### src/design/i2c_master_mem_access_assert.svh
// ----------------------------------------------------------------------------
// i2c_master_mem_access assertion macros
// shared concurrent assertion forms, clocked on i_clk, idle in reset
// ----------------------------------------------------------------------------
`ifndef I2C_MASTER_MEM_ACCESS_ASSERT_SVH
`define I2C_MASTER_MEM_ACCESS_ASSERT_SVH

// same-cycle implication
`define I2CM_ASSERT_SAME(lbl, ante, cons, msg) \
    lbl: assert property (@(posedge i_clk) disable iff (!i_rst_n) (ante) |-> (cons)) \
        else $error(msg);

// next-cycle implication
`define I2CM_ASSERT_NEXT(lbl, ante, cons, msg) \
    lbl: assert property (@(posedge i_clk) disable iff (!i_rst_n) (ante) |=> (cons)) \
        else $error(msg);

`endif

### src/design/i2cm_pkg.sv
// ----------------------------------------------------------------------------
// i2cm_pkg
// types and constants shared by the i2c master blocks
// ----------------------------------------------------------------------------
package i2cm_pkg;

    // transaction kinds carried in the request opcode
    typedef enum logic [1:0] {
        KIND_WRITE     = 2'd0,
        KIND_READ      = 2'd1,
        KIND_REG_WRITE = 2'd2,
        KIND_REG_READ  = 2'd3
    } t_kind;

    // bus sequencer phases
    typedef enum logic [3:0] {
        PH_IDLE    = 4'd0,
        PH_START1  = 4'd1,
        PH_TX_DEV1 = 4'd2,
        PH_TX_REGH = 4'd3,
        PH_TX_REGL = 4'd4,
        PH_START2  = 4'd5,
        PH_TX_DEV2 = 4'd6,
        PH_TX_DATA = 4'd7,
        PH_RX      = 4'd8,
        PH_MACK    = 4'd9,
        PH_GAP     = 4'd10,
        PH_STOP    = 4'd11
    } t_phase;

    localparam logic [7:0]  DIR_BIT           = 8'h01;
    localparam logic [15:0] ACK_TIMEOUT_RESET = 16'd1000;
    localparam logic [15:0] GAP_TICKS         = 16'd2;
    localparam logic [3:0]  BITS_PER_BYTE     = 4'd8;

    // one tick request
    typedef struct packed {
        logic        request_valid;
        t_kind       opcode;
        logic [7:0]  device_address;
        logic [15:0] register_address;
        logic        wide_register_address;
        logic [15:0] byte_count;
        logic [7:0]  write_byte;
        logic        sda_sample;
    } t_in;

    // one tick result
    typedef struct packed {
        logic       scl_level;
        logic       sda_level;
        logic       busy_res;
        logic       take_byte;
        logic       read_valid;
        logic [7:0] read_byte;
        logic       done_res;
        logic       status;
    } t_out;

endpackage

### src/design/i2c_master_mem_access.sv
// A request's result appears in the output register in the cycle after its acceptance.
// Throughput: one request per cycle; the sequencer step is a single registered pass.
// Input stalls only while a finished result is held by a stalled output.
// Reset (synchronous, active low): sequencer idle, output empty, ACK timeout 1000 ticks.
// ----------------------------------------------------------------------------
// i2c_master_mem_access
// tick-driven i2c master with plain and register read/write transactions
// ----------------------------------------------------------------------------
module i2c_master_mem_access (
    input  logic           i_clk,
    input  logic           i_rst_n,
    input  logic           i_cfg_we,
    input  logic [15:0]    i_cfg_data,
    input  logic           i_in_valid,
    output logic           o_in_stall,
    input  i2cm_pkg::t_in  i_in_req,
    output logic           o_out_valid,
    input  logic           i_out_stall,
    output i2cm_pkg::t_out o_out_res
);

    logic           accept;
    logic           full;
    i2cm_pkg::t_out step_res;

    // request handshake
    assign o_in_stall = full;
    assign accept     = i_in_valid && !full;

    i2cm_core u_core (
        .i_clk      (i_clk),
        .i_rst_n    (i_rst_n),
        .i_accept   (accept),
        .i_cfg_we   (i_cfg_we),
        .i_cfg_data (i_cfg_data),
        .i_req      (i_in_req),
        .o_res      (step_res)
    );

    i2cm_out_reg u_out_reg (
        .i_clk       (i_clk),
        .i_rst_n     (i_rst_n),
        .i_load      (accept),
        .i_res       (step_res),
        .i_out_stall (i_out_stall),
        .o_valid     (o_out_valid),
        .o_res       (o_out_res),
        .o_full      (full)
    );

endmodule

### src/design/i2cm_core.sv
// ----------------------------------------------------------------------------
// i2cm_core
// bus sequencer state and the per-tick step logic for the i2c master
// ----------------------------------------------------------------------------
`include "i2c_master_mem_access_assert.svh"

module i2cm_core (
    input  logic           i_clk,
    input  logic           i_rst_n,
    input  logic           i_accept,
    input  logic           i_cfg_we,
    input  logic [15:0]    i_cfg_data,
    input  i2cm_pkg::t_in  i_req,
    output i2cm_pkg::t_out o_res
);

    i2cm_pkg::t_phase r_phase, n_phase;
    logic [1:0]       r_step, n_step;
    logic [3:0]       r_bit, n_bit;
    logic [7:0]       r_shift, n_shift;
    logic [15:0]      r_bytes, n_bytes;
    logic [15:0]      r_ack, n_ack;
    i2cm_pkg::t_kind  r_kind, n_kind;
    logic [15:0]      r_reg_addr, n_reg_addr;
    logic             r_wide, n_wide;
    logic [7:0]       r_dev, n_dev;
    logic             r_failed, n_failed;
    logic [15:0]      r_timeout;

    i2cm_pkg::t_phase cur_phase;
    logic [1:0]       cur_step;
    logic [7:0]       tx_byte;
    logic [3:0]       bit_inc;
    logic [15:0]      ack_inc;
    logic [15:0]      bytes_dec;
    logic [7:0]       rx_byte;
    i2cm_pkg::t_out   res;

    // timeout register
    always_ff @(posedge i_clk) begin
        if (!i_rst_n) begin
            r_timeout <= i2cm_pkg::ACK_TIMEOUT_RESET;
        end else if (i_cfg_we) begin
            r_timeout <= i_cfg_data;
        end
    end

    // one tick of the sequencer
    always_comb begin
        n_phase    = r_phase;
        n_step     = r_step;
        n_bit      = r_bit;
        n_shift    = r_shift;
        n_bytes    = r_bytes;
        n_ack      = r_ack;
        n_kind     = r_kind;
        n_reg_addr = r_reg_addr;
        n_wide     = r_wide;
        n_dev      = r_dev;
        n_failed   = r_failed;

        res           = '0;
        res.scl_level = 1'b1;
        res.sda_level = 1'b1;
        res.busy_res  = 1'b1;

        cur_phase = r_phase;
        cur_step  = r_step;

        // new request on an idle tick, this tick is already the first start tick
        if (r_phase == i2cm_pkg::PH_IDLE && i_req.request_valid) begin
            n_kind     = i_req.opcode;
            n_dev      = i_req.device_address;
            n_reg_addr = i_req.register_address;
            n_wide     = i_req.wide_register_address;
            n_bytes    = i_req.byte_count;
            n_failed   = 1'b0;
            cur_phase  = i2cm_pkg::PH_START1;
            cur_step   = 2'd0;
            n_phase    = i2cm_pkg::PH_START1;
            n_step     = 2'd0;
        end

        tx_byte   = (cur_phase == i2cm_pkg::PH_TX_DATA && r_bit == 4'd0)
                    ? i_req.write_byte : r_shift;
        bit_inc   = r_bit + 4'd1;
        ack_inc   = r_ack + 16'd1;
        bytes_dec = r_bytes - 16'd1;
        rx_byte   = {r_shift[6:0], i_req.sda_sample};

        unique case (cur_phase)
            i2cm_pkg::PH_IDLE: begin
                res.busy_res = 1'b0;
            end
            i2cm_pkg::PH_START1, i2cm_pkg::PH_START2: begin
                if (cur_step == 2'd0) begin
                    n_step = 2'd1;
                end else begin
                    res.sda_level = 1'b0;
                    n_step        = 2'd0;
                    n_bit         = 4'd0;
                    n_phase       = (cur_phase == i2cm_pkg::PH_START2)
                                    ? i2cm_pkg::PH_TX_DEV2 : i2cm_pkg::PH_TX_DEV1;
                    if (cur_phase == i2cm_pkg::PH_START2 || r_kind == i2cm_pkg::KIND_READ)
                    begin
                        n_shift = r_dev | i2cm_pkg::DIR_BIT;
                    end else begin
                        n_shift = r_dev & ~i2cm_pkg::DIR_BIT;
                    end
                end
            end
            i2cm_pkg::PH_TX_DEV1, i2cm_pkg::PH_TX_REGH, i2cm_pkg::PH_TX_REGL,
            i2cm_pkg::PH_TX_DEV2, i2cm_pkg::PH_TX_DATA: begin
                unique case (cur_step)
                    2'd0: begin
                        // data bytes are fetched on their first bit
                        if (cur_phase == i2cm_pkg::PH_TX_DATA && r_bit == 4'd0) begin
                            res.take_byte = 1'b1;
                        end
                        n_shift       = tx_byte;
                        res.scl_level = 1'b0;
                        res.sda_level = tx_byte[7];
                        n_step        = 2'd1;
                    end
                    2'd1: begin
                        res.sda_level = r_shift[7];
                        n_shift       = {r_shift[6:0], 1'b0};
                        n_bit         = bit_inc;
                        n_step        = (bit_inc >= i2cm_pkg::BITS_PER_BYTE) ? 2'd2 : 2'd0;
                    end
                    2'd2: begin
                        res.scl_level = 1'b0;
                        n_ack         = 16'd0;
                        n_step        = 2'd3;
                    end
                    default: begin
                        if (!i_req.sda_sample) begin
                            // slave acked, move on by phase
                            unique case (cur_phase)
                                i2cm_pkg::PH_TX_DEV1: begin
                                    if (r_kind == i2cm_pkg::KIND_READ) begin
                                        if (r_bytes != 16'd0) begin
                                            n_phase = i2cm_pkg::PH_RX;
                                            n_step  = 2'd0;
                                            n_bit   = 4'd0;
                                            n_shift = 8'd0;
                                        end else begin
                                            n_phase = i2cm_pkg::PH_STOP;
                                            n_step  = 2'd0;
                                        end
                                    end else if (r_kind == i2cm_pkg::KIND_WRITE) begin
                                        n_phase = (r_bytes != 16'd0)
                                                  ? i2cm_pkg::PH_TX_DATA : i2cm_pkg::PH_STOP;
                                        n_step  = 2'd0;
                                        n_bit   = (r_bytes != 16'd0) ? 4'd0 : r_bit;
                                        n_shift = (r_bytes != 16'd0) ? 8'd0 : r_shift;
                                    end else begin
                                        n_phase = r_wide ? i2cm_pkg::PH_TX_REGH
                                                         : i2cm_pkg::PH_TX_REGL;
                                        n_step  = 2'd0;
                                        n_bit   = 4'd0;
                                        n_shift = r_wide ? r_reg_addr[15:8] : r_reg_addr[7:0];
                                    end
                                end
                                i2cm_pkg::PH_TX_REGH: begin
                                    n_phase = i2cm_pkg::PH_TX_REGL;
                                    n_step  = 2'd0;
                                    n_bit   = 4'd0;
                                    n_shift = r_reg_addr[7:0];
                                end
                                i2cm_pkg::PH_TX_REGL: begin
                                    if (r_kind == i2cm_pkg::KIND_REG_READ) begin
                                        n_phase = i2cm_pkg::PH_START2;
                                        n_step  = 2'd0;
                                    end else begin
                                        n_phase = (r_bytes != 16'd0)
                                                  ? i2cm_pkg::PH_TX_DATA : i2cm_pkg::PH_STOP;
                                        n_step  = 2'd0;
                                        n_bit   = (r_bytes != 16'd0) ? 4'd0 : r_bit;
                                        n_shift = (r_bytes != 16'd0) ? 8'd0 : r_shift;
                                    end
                                end
                                i2cm_pkg::PH_TX_DEV2: begin
                                    if (r_bytes != 16'd0) begin
                                        n_phase = i2cm_pkg::PH_RX;
                                        n_step  = 2'd0;
                                        n_bit   = 4'd0;
                                        n_shift = 8'd0;
                                    end else begin
                                        n_phase = i2cm_pkg::PH_STOP;
                                        n_step  = 2'd0;
                                    end
                                end
                                default: begin
                                    // data byte sent
                                    n_bytes = bytes_dec;
                                    if (r_kind == i2cm_pkg::KIND_REG_WRITE
                                        && i2cm_pkg::GAP_TICKS != 16'd0) begin
                                        n_phase = i2cm_pkg::PH_GAP;
                                        n_ack   = 16'd0;
                                    end else begin
                                        n_phase = (bytes_dec != 16'd0)
                                                  ? i2cm_pkg::PH_TX_DATA : i2cm_pkg::PH_STOP;
                                        n_step  = 2'd0;
                                        n_bit   = (bytes_dec != 16'd0) ? 4'd0 : r_bit;
                                        n_shift = (bytes_dec != 16'd0) ? 8'd0 : r_shift;
                                    end
                                end
                            endcase
                        end else begin
                            // still no ack, count toward the timeout
                            n_ack = ack_inc;
                            if (ack_inc == r_timeout) begin
                                n_failed = 1'b1;
                                n_phase  = i2cm_pkg::PH_STOP;
                                n_step   = 2'd0;
                            end
                        end
                    end
                endcase
            end
            i2cm_pkg::PH_RX: begin
                if (cur_step == 2'd0) begin
                    res.scl_level = 1'b0;
                    n_step        = 2'd1;
                end else begin
                    n_shift = rx_byte;
                    n_bit   = bit_inc;
                    n_step  = 2'd0;
                    if (bit_inc >= i2cm_pkg::BITS_PER_BYTE) begin
                        res.read_valid = 1'b1;
                        res.read_byte  = rx_byte;
                        n_bytes        = bytes_dec;
                        n_phase        = i2cm_pkg::PH_MACK;
                    end
                end
            end
            i2cm_pkg::PH_MACK: begin
                // ack every byte but the last
                res.sda_level = (r_bytes == 16'd0);
                if (cur_step == 2'd0) begin
                    res.scl_level = 1'b0;
                    n_step        = 2'd1;
                end else if (r_bytes != 16'd0) begin
                    n_phase = i2cm_pkg::PH_RX;
                    n_step  = 2'd0;
                    n_bit   = 4'd0;
                    n_shift = 8'd0;
                end else begin
                    n_phase = i2cm_pkg::PH_STOP;
                    n_step  = 2'd0;
                end
            end
            i2cm_pkg::PH_GAP: begin
                res.scl_level = 1'b0;
                n_ack         = ack_inc;
                if (ack_inc >= i2cm_pkg::GAP_TICKS) begin
                    n_phase = (r_bytes != 16'd0) ? i2cm_pkg::PH_TX_DATA : i2cm_pkg::PH_STOP;
                    n_step  = 2'd0;
                    n_bit   = (r_bytes != 16'd0) ? 4'd0 : r_bit;
                    n_shift = (r_bytes != 16'd0) ? 8'd0 : r_shift;
                end
            end
            default: begin
                // stop condition
                if (cur_step == 2'd0) begin
                    res.scl_level = 1'b0;
                    res.sda_level = 1'b0;
                    n_step        = 2'd1;
                end else if (cur_step == 2'd1) begin
                    res.sda_level = 1'b0;
                    n_step        = 2'd2;
                end else begin
                    res.done_res = 1'b1;
                    res.status   = r_failed;
                    n_phase      = i2cm_pkg::PH_IDLE;
                    n_step       = 2'd0;
                end
            end
        endcase
    end

    assign o_res = res;

    // control state
    always_ff @(posedge i_clk) begin
        if (!i_rst_n) begin
            r_phase    <= i2cm_pkg::PH_IDLE;
            r_step     <= 2'd0;
            r_bit      <= 4'd0;
            r_bytes    <= 16'd0;
            r_ack      <= 16'd0;
            r_kind     <= i2cm_pkg::KIND_WRITE;
            r_wide     <= 1'b0;
            r_failed   <= 1'b0;
            r_shift    <= 8'd0;
            r_reg_addr <= 16'd0;
            r_dev      <= 8'd0;
        end else if (i_accept) begin
            r_phase    <= n_phase;
            r_step     <= n_step;
            r_bit      <= n_bit;
            r_bytes    <= n_bytes;
            r_ack      <= n_ack;
            r_kind     <= n_kind;
            r_wide     <= n_wide;
            r_failed   <= n_failed;
            r_shift    <= n_shift;
            r_reg_addr <= n_reg_addr;
            r_dev      <= n_dev;
        end
    end

    // checks
    `I2CM_ASSERT_SAME(a_bit_range, 1'b1, r_bit <= i2cm_pkg::BITS_PER_BYTE, "bit index past byte")
    `I2CM_ASSERT_NEXT(a_done_idle, i_accept && res.done_res, r_phase == i2cm_pkg::PH_IDLE,
        "done without return to idle")
    `I2CM_ASSERT_NEXT(a_rx_mack, i_accept && res.read_valid, r_phase == i2cm_pkg::PH_MACK,
        "received byte not followed by master ack")
    `I2CM_ASSERT_SAME(a_take_tx, res.take_byte,
        r_phase == i2cm_pkg::PH_TX_DATA && r_bit == 4'd0 && r_step == 2'd0,
        "write byte taken outside data bit zero")

endmodule

### src/design/i2cm_out_reg.sv
// ----------------------------------------------------------------------------
// i2cm_out_reg
// result register between the sequencer and the output channel
// ----------------------------------------------------------------------------
module i2cm_out_reg (
    input  logic           i_clk,
    input  logic           i_rst_n,
    input  logic           i_load,
    input  i2cm_pkg::t_out i_res,
    input  logic           i_out_stall,
    output logic           o_valid,
    output i2cm_pkg::t_out o_res,
    output logic           o_full
);

    logic           r_valid, n_valid;
    i2cm_pkg::t_out r_res;

    // held result blocks new requests
    assign o_full = r_valid && i_out_stall;

    always_comb begin
        n_valid = i_load || o_full;
    end

    always_ff @(posedge i_clk) begin
        if (!i_rst_n) begin
            r_valid <= 1'b0;
        end else begin
            r_valid <= n_valid;
        end
    end

    // payload
    always_ff @(posedge i_clk) begin
        if (i_load) begin
            r_res <= i_res;
        end
    end

    assign o_valid = r_valid;
    assign o_res   = r_res;

endmodule

### config.mk
export PLATFORM = sky130hd
export DESIGN_NAME = i2c_master_mem_access
export DESIGN_NICKNAME = d
export VERILOG_FILES = /design/src/design/i2cm_pkg.sv /design/src/design/i2c_master_mem_access.sv /design/src/design/i2cm_core.sv /design/src/design/i2cm_out_reg.sv
export VERILOG_INCLUDE_DIRS = /design/src /design/src/design
export SDC_FILE = /design/constraint.sdc
export NUM_CORES = 1
export LEC_CHECK = 0
export BUFFER_PORTS_ARGS = -buffer_cell sky130_fd_sc_hd__buf_2
export CAP_MARGIN = 40
export CORE_UTILIZATION = 50
export CTS_CLUSTER_DIAMETER = 50
export CTS_CLUSTER_SIZE = 20
export DETAILED_ROUTE_END_ITERATION = 6
export PLACE_DENSITY = 0.8
export SLEW_MARGIN = 40
export SYNTH_ARGS = -nofsm -noshare
export SYNTH_HDL_FRONTEND = slang
export SYNTH_SLANG_ARGS = --single-unit
### constraint.sdc
create_clock -name i_clk -period 6.42 [get_ports i_clk]
set_input_delay 1.284 -clock i_clk [delete_from_list [all_inputs] [get_ports i_clk]]
set_output_delay 1.284 -clock i_clk [all_outputs]
set_load 0.005 [all_outputs]
==> impl_metrics.ini <==
[critical_path]
cp_slowest_cell = dfxtp_1
worstPathMaxFanout = 29
max_stage_delay_ps = 850
crit_required_ps = 6710
path_class = flip-flop to flip-flop
critPathLaunchType = flip-flop
worst-path-buf-inv = 1
cp-end-kind = flip-flop
crit_arrival_ps = 4030
critical-path-top-delay-family = compound AO/OA/AOI/OAI gates
cp_cell_sequence = nand2b_1, a21oi_1, a21oi_1, a311oi_4, o21ai_1, buf_4, or4_1, a21oi_1
cpMostUsedCell = a21oi_1

[routing]
wire_per_inst_um = 17.1
viasPerCell = 6.28
drt_iter0_drc = 941
vias = 6973
routed_wl_um = 19000
wl_met1_um = 8430
antenna_left = 0
met2WireLength_um = 8430
drc = 0
top_layer = met4
dr.pass1.iters = 5
met3_length_um = 1550

[clock_network]
cts_buffers = 9
cts_buffer_depth = 2
path_clk_slew_ps = 70
cts_setup_buffers = 0
clock-sinks = 109
tritoncts = yes
holdBufCountCts = 0
post_cts_resized = 0
clkLatencyLatePin_ps = 360
cts_root_buffer = clkbuf_16
htreeDepth = 3

[place]
dp_cells = 1095
port_buffers = 89
dpl.hpwl_um = 13300
place.gp.congestion = 0.952
pre_cts_slack_ps = 2550

[grt]
gr-usage-all-layers_pct = 26.9
grt_pass1_vias = 6290
grt_max_degree = 36
grt_overflow = 0
antenna_found_initial = 0
grt_pass1_wl_um = 31100

[yosys]
syn_nets = 968
synth_edf_count = 15
synthFlopType = dfxtp_1
ys_seq_area_share_pct = 33.7
synth_area_um2 = 6920
synthDistinctLibCells = 86
synth.avg_cell_area_um2 = 7.79
ys_warn_count = 0
synthCells = 888
ys_ff_latch = 109
postSynth.asyncResetShare_pct = 0

[timing]
setup_viol = 0
post-route-period-util_pct = 58.2
hold_viol_final = 0
relSlewSlack_pct = 42.0
layout_min_cycle_time_ps = 3730
max_freq_mhz = 268
maxSlewViolCount = 0
worst_pin_slew_ps = 870
skew_ps = 6.91
worst_slack_ps = 2690
grt_setup_unrepaired = false
tns_ps = 0

[die]
chipHeight_um = 120
core_um2 = 13300
die_w_um = 120
dieArea_um2 = 14300
initial_core_util_pct = 51.8
io_pins = 91
rows = 42

[finish]
layoutNonFillerInstCount = 1111
nets = 1010
fillers = 1273
drive_gt1_share_pct = 15.6
n_antenna_cell = 0
syn2layout_area_growth_pct = 11.0

[run]
max_cap_viol_count = 0

[outcome]
status = completed

[power_and_ir_drop]
powerDensity_nw_per_um2 = 204
max-vdd-ir-drop_uv = 206
p_leak_uw = 0.00282
power_uw = 1560

[hold_path]
worstHoldPathType = flip-flop to flip-flop
==> kinds of logic (layout without fill, tap and decap cells) <==
kind of cell             count (synthesis)  count (layout)  synth area share (%)
flip-flops                             109             109                  33.7
AO/OA/AOI/OAI                          276             276                  26.0
AND/OR/NAND/NOR                        350             350                  26.1
buffers and inverters                   92             139                  5.64
adder cells (fa/ha/maj)                  7               7                  1.23
multiplexers                            22              22                  3.22
XOR/XNOR                                32              32                  4.05
==> cells in the mapped netlist (5+ instances only) <==
cell type / number / area share, %
a31oi_1: 13 / 1.2
a2111oi_0: 5 / 0.63
o21a_1: 8 / 0.87
a311oi_1: 8 / 1.0
xor2_1: 13 / 1.6
nand2_1: 106 / 5.8
a221o_1: 12 / 1.7
and2_1: 10 / 0.90
a32o_1: 6 / 0.87
inv_1: 24 / 1.3
ha_1: 6 / 1.1
a211oi_1: 10 / 1.1
edfxtp_1: 15 / 6.5
o21ai_0: 54 / 3.9
nor2_1: 82 / 4.4
nand2b_1: 13 / 1.2
or3_1: 6 / 0.54
a21oi_1: 93 / 6.7
dfxtp_1: 94 / 27
clkbuf_1: 46 / 2.5
o2111ai_1: 6 / 0.76
o22ai_1: 11 / 0.99
and3_1: 11 / 0.99
xnor2_1: 19 / 2.4
nor4_1: 19 / 1.7
buf_2: 12 / 0.87
nand3_1: 19 / 1.4
nor2b_1: 5 / 0.45
nor3_1: 27 / 2.0
nand4_1: 9 / 0.81
mux2i_1: 20 / 2.9
==> power by group <==
group | switching (µW) | total (µW) | leakage (µW) | internal [µW]
Combinational | 161 | 263 | 0.00177 | 102
Clock | 274 | 545 | 0.000140 | 272
Sequential | 33.4 | 754 | 0.000914 | 721
==> worst paths after layout <==
kind	end	slack (ps)	from	depth (start not counted)
setup reg to reg	u_core.r_ack[9]$_SDFFE_PN0P_	2690	u_core.r_phase[2]$_SDFFE_PN0P_	8
hold / removal	u_core.r_failed$_SDFFE_PN0P_	450	u_core.r_failed$_SDFFE_PN0P_	2
setup / recovery	u_core.r_ack[9]$_SDFFE_PN0P_	2690	u_core.r_phase[2]$_SDFFE_PN0P_	8
hold reg to reg	u_core.r_failed$_SDFFE_PN0P_	450	u_core.r_failed$_SDFFE_PN0P_	2
==> worst min-delay path, cell delays in order, from the launching register on <==
cell,delay [ps]
dfxtp_1,310
nand2_1,50
a21oi_1,50
==> layout by cell type (no fill, tap or decap), types with 20 or more instances in the layout <==
| cell type | count |
|---|---|
| nand2_1 | 106 |
| dfxtp_1 | 94 |
| a21oi_1 | 91 |
| buf_2 | 89 |
| nor2_1 | 82 |
| o21ai_0 | 54 |
| nor3_1 | 26 |
| inv_1 | 24 |
| mux2i_1 | 20 |
==> through the flow <==
| stage | instance area [µm²] | hold slack, ps | util (%) |
|---|---|---|---|
| 6_report | 7680 | 454 | 57.5 |
| 3_3_place_gp | 7350 | 438 | 55.1 |
| 4_1_cts | 7660 | 454 | 57.4 |
| 5_1_grt | 7680 | 476 | 57.5 |
| 2_1_floorplan | 6920 | 427 | - |
| 3_5_place_dp | 7380 | 444 | 55.3 |
==> sequential cells by signal, summed over array words and instances (netlist names) <==
name / count
u_core.r_ack: 16
u_core.r_bit: 4
u_core.r_bytes: 16
u_core.r_dev: 7
u_core.r_failed: 1
u_core.r_kind: 2
u_core.r_phase: 4
u_core.r_reg_addr: 16
u_core.r_shift: 8
u_core.r_step: 2
u_core.r_timeout: 16
u_core.r_wide: 1
u_out_reg.o_res: 15
u_out_reg.o_valid: 1
==> routing by layer <==
layer,up-vias,GRT usage (%)
met3,57,4.23
li1,3365,-
met1,3199,37.6
met4,0,12.3
met5,-,0
met2,352,40.5
==> final cells by class <==
type | count | area [µm²] | area share, %
Tap cell | 176 | 220 | 2.87
Clock buffer | 9 | 225 | 2.93
Sequential cell | 109 | 2330 | 30.4
Clock inverter | 7 | 63.8 | 0.831
Multi-Input combinational cell | 687 | 4230 | 55.1
Timing Repair Buffer | 97 | 505 | 6.58
Inverter | 26 | 97.6 | 1.27
No activity file was read; power rests on OpenSTA's default activity.
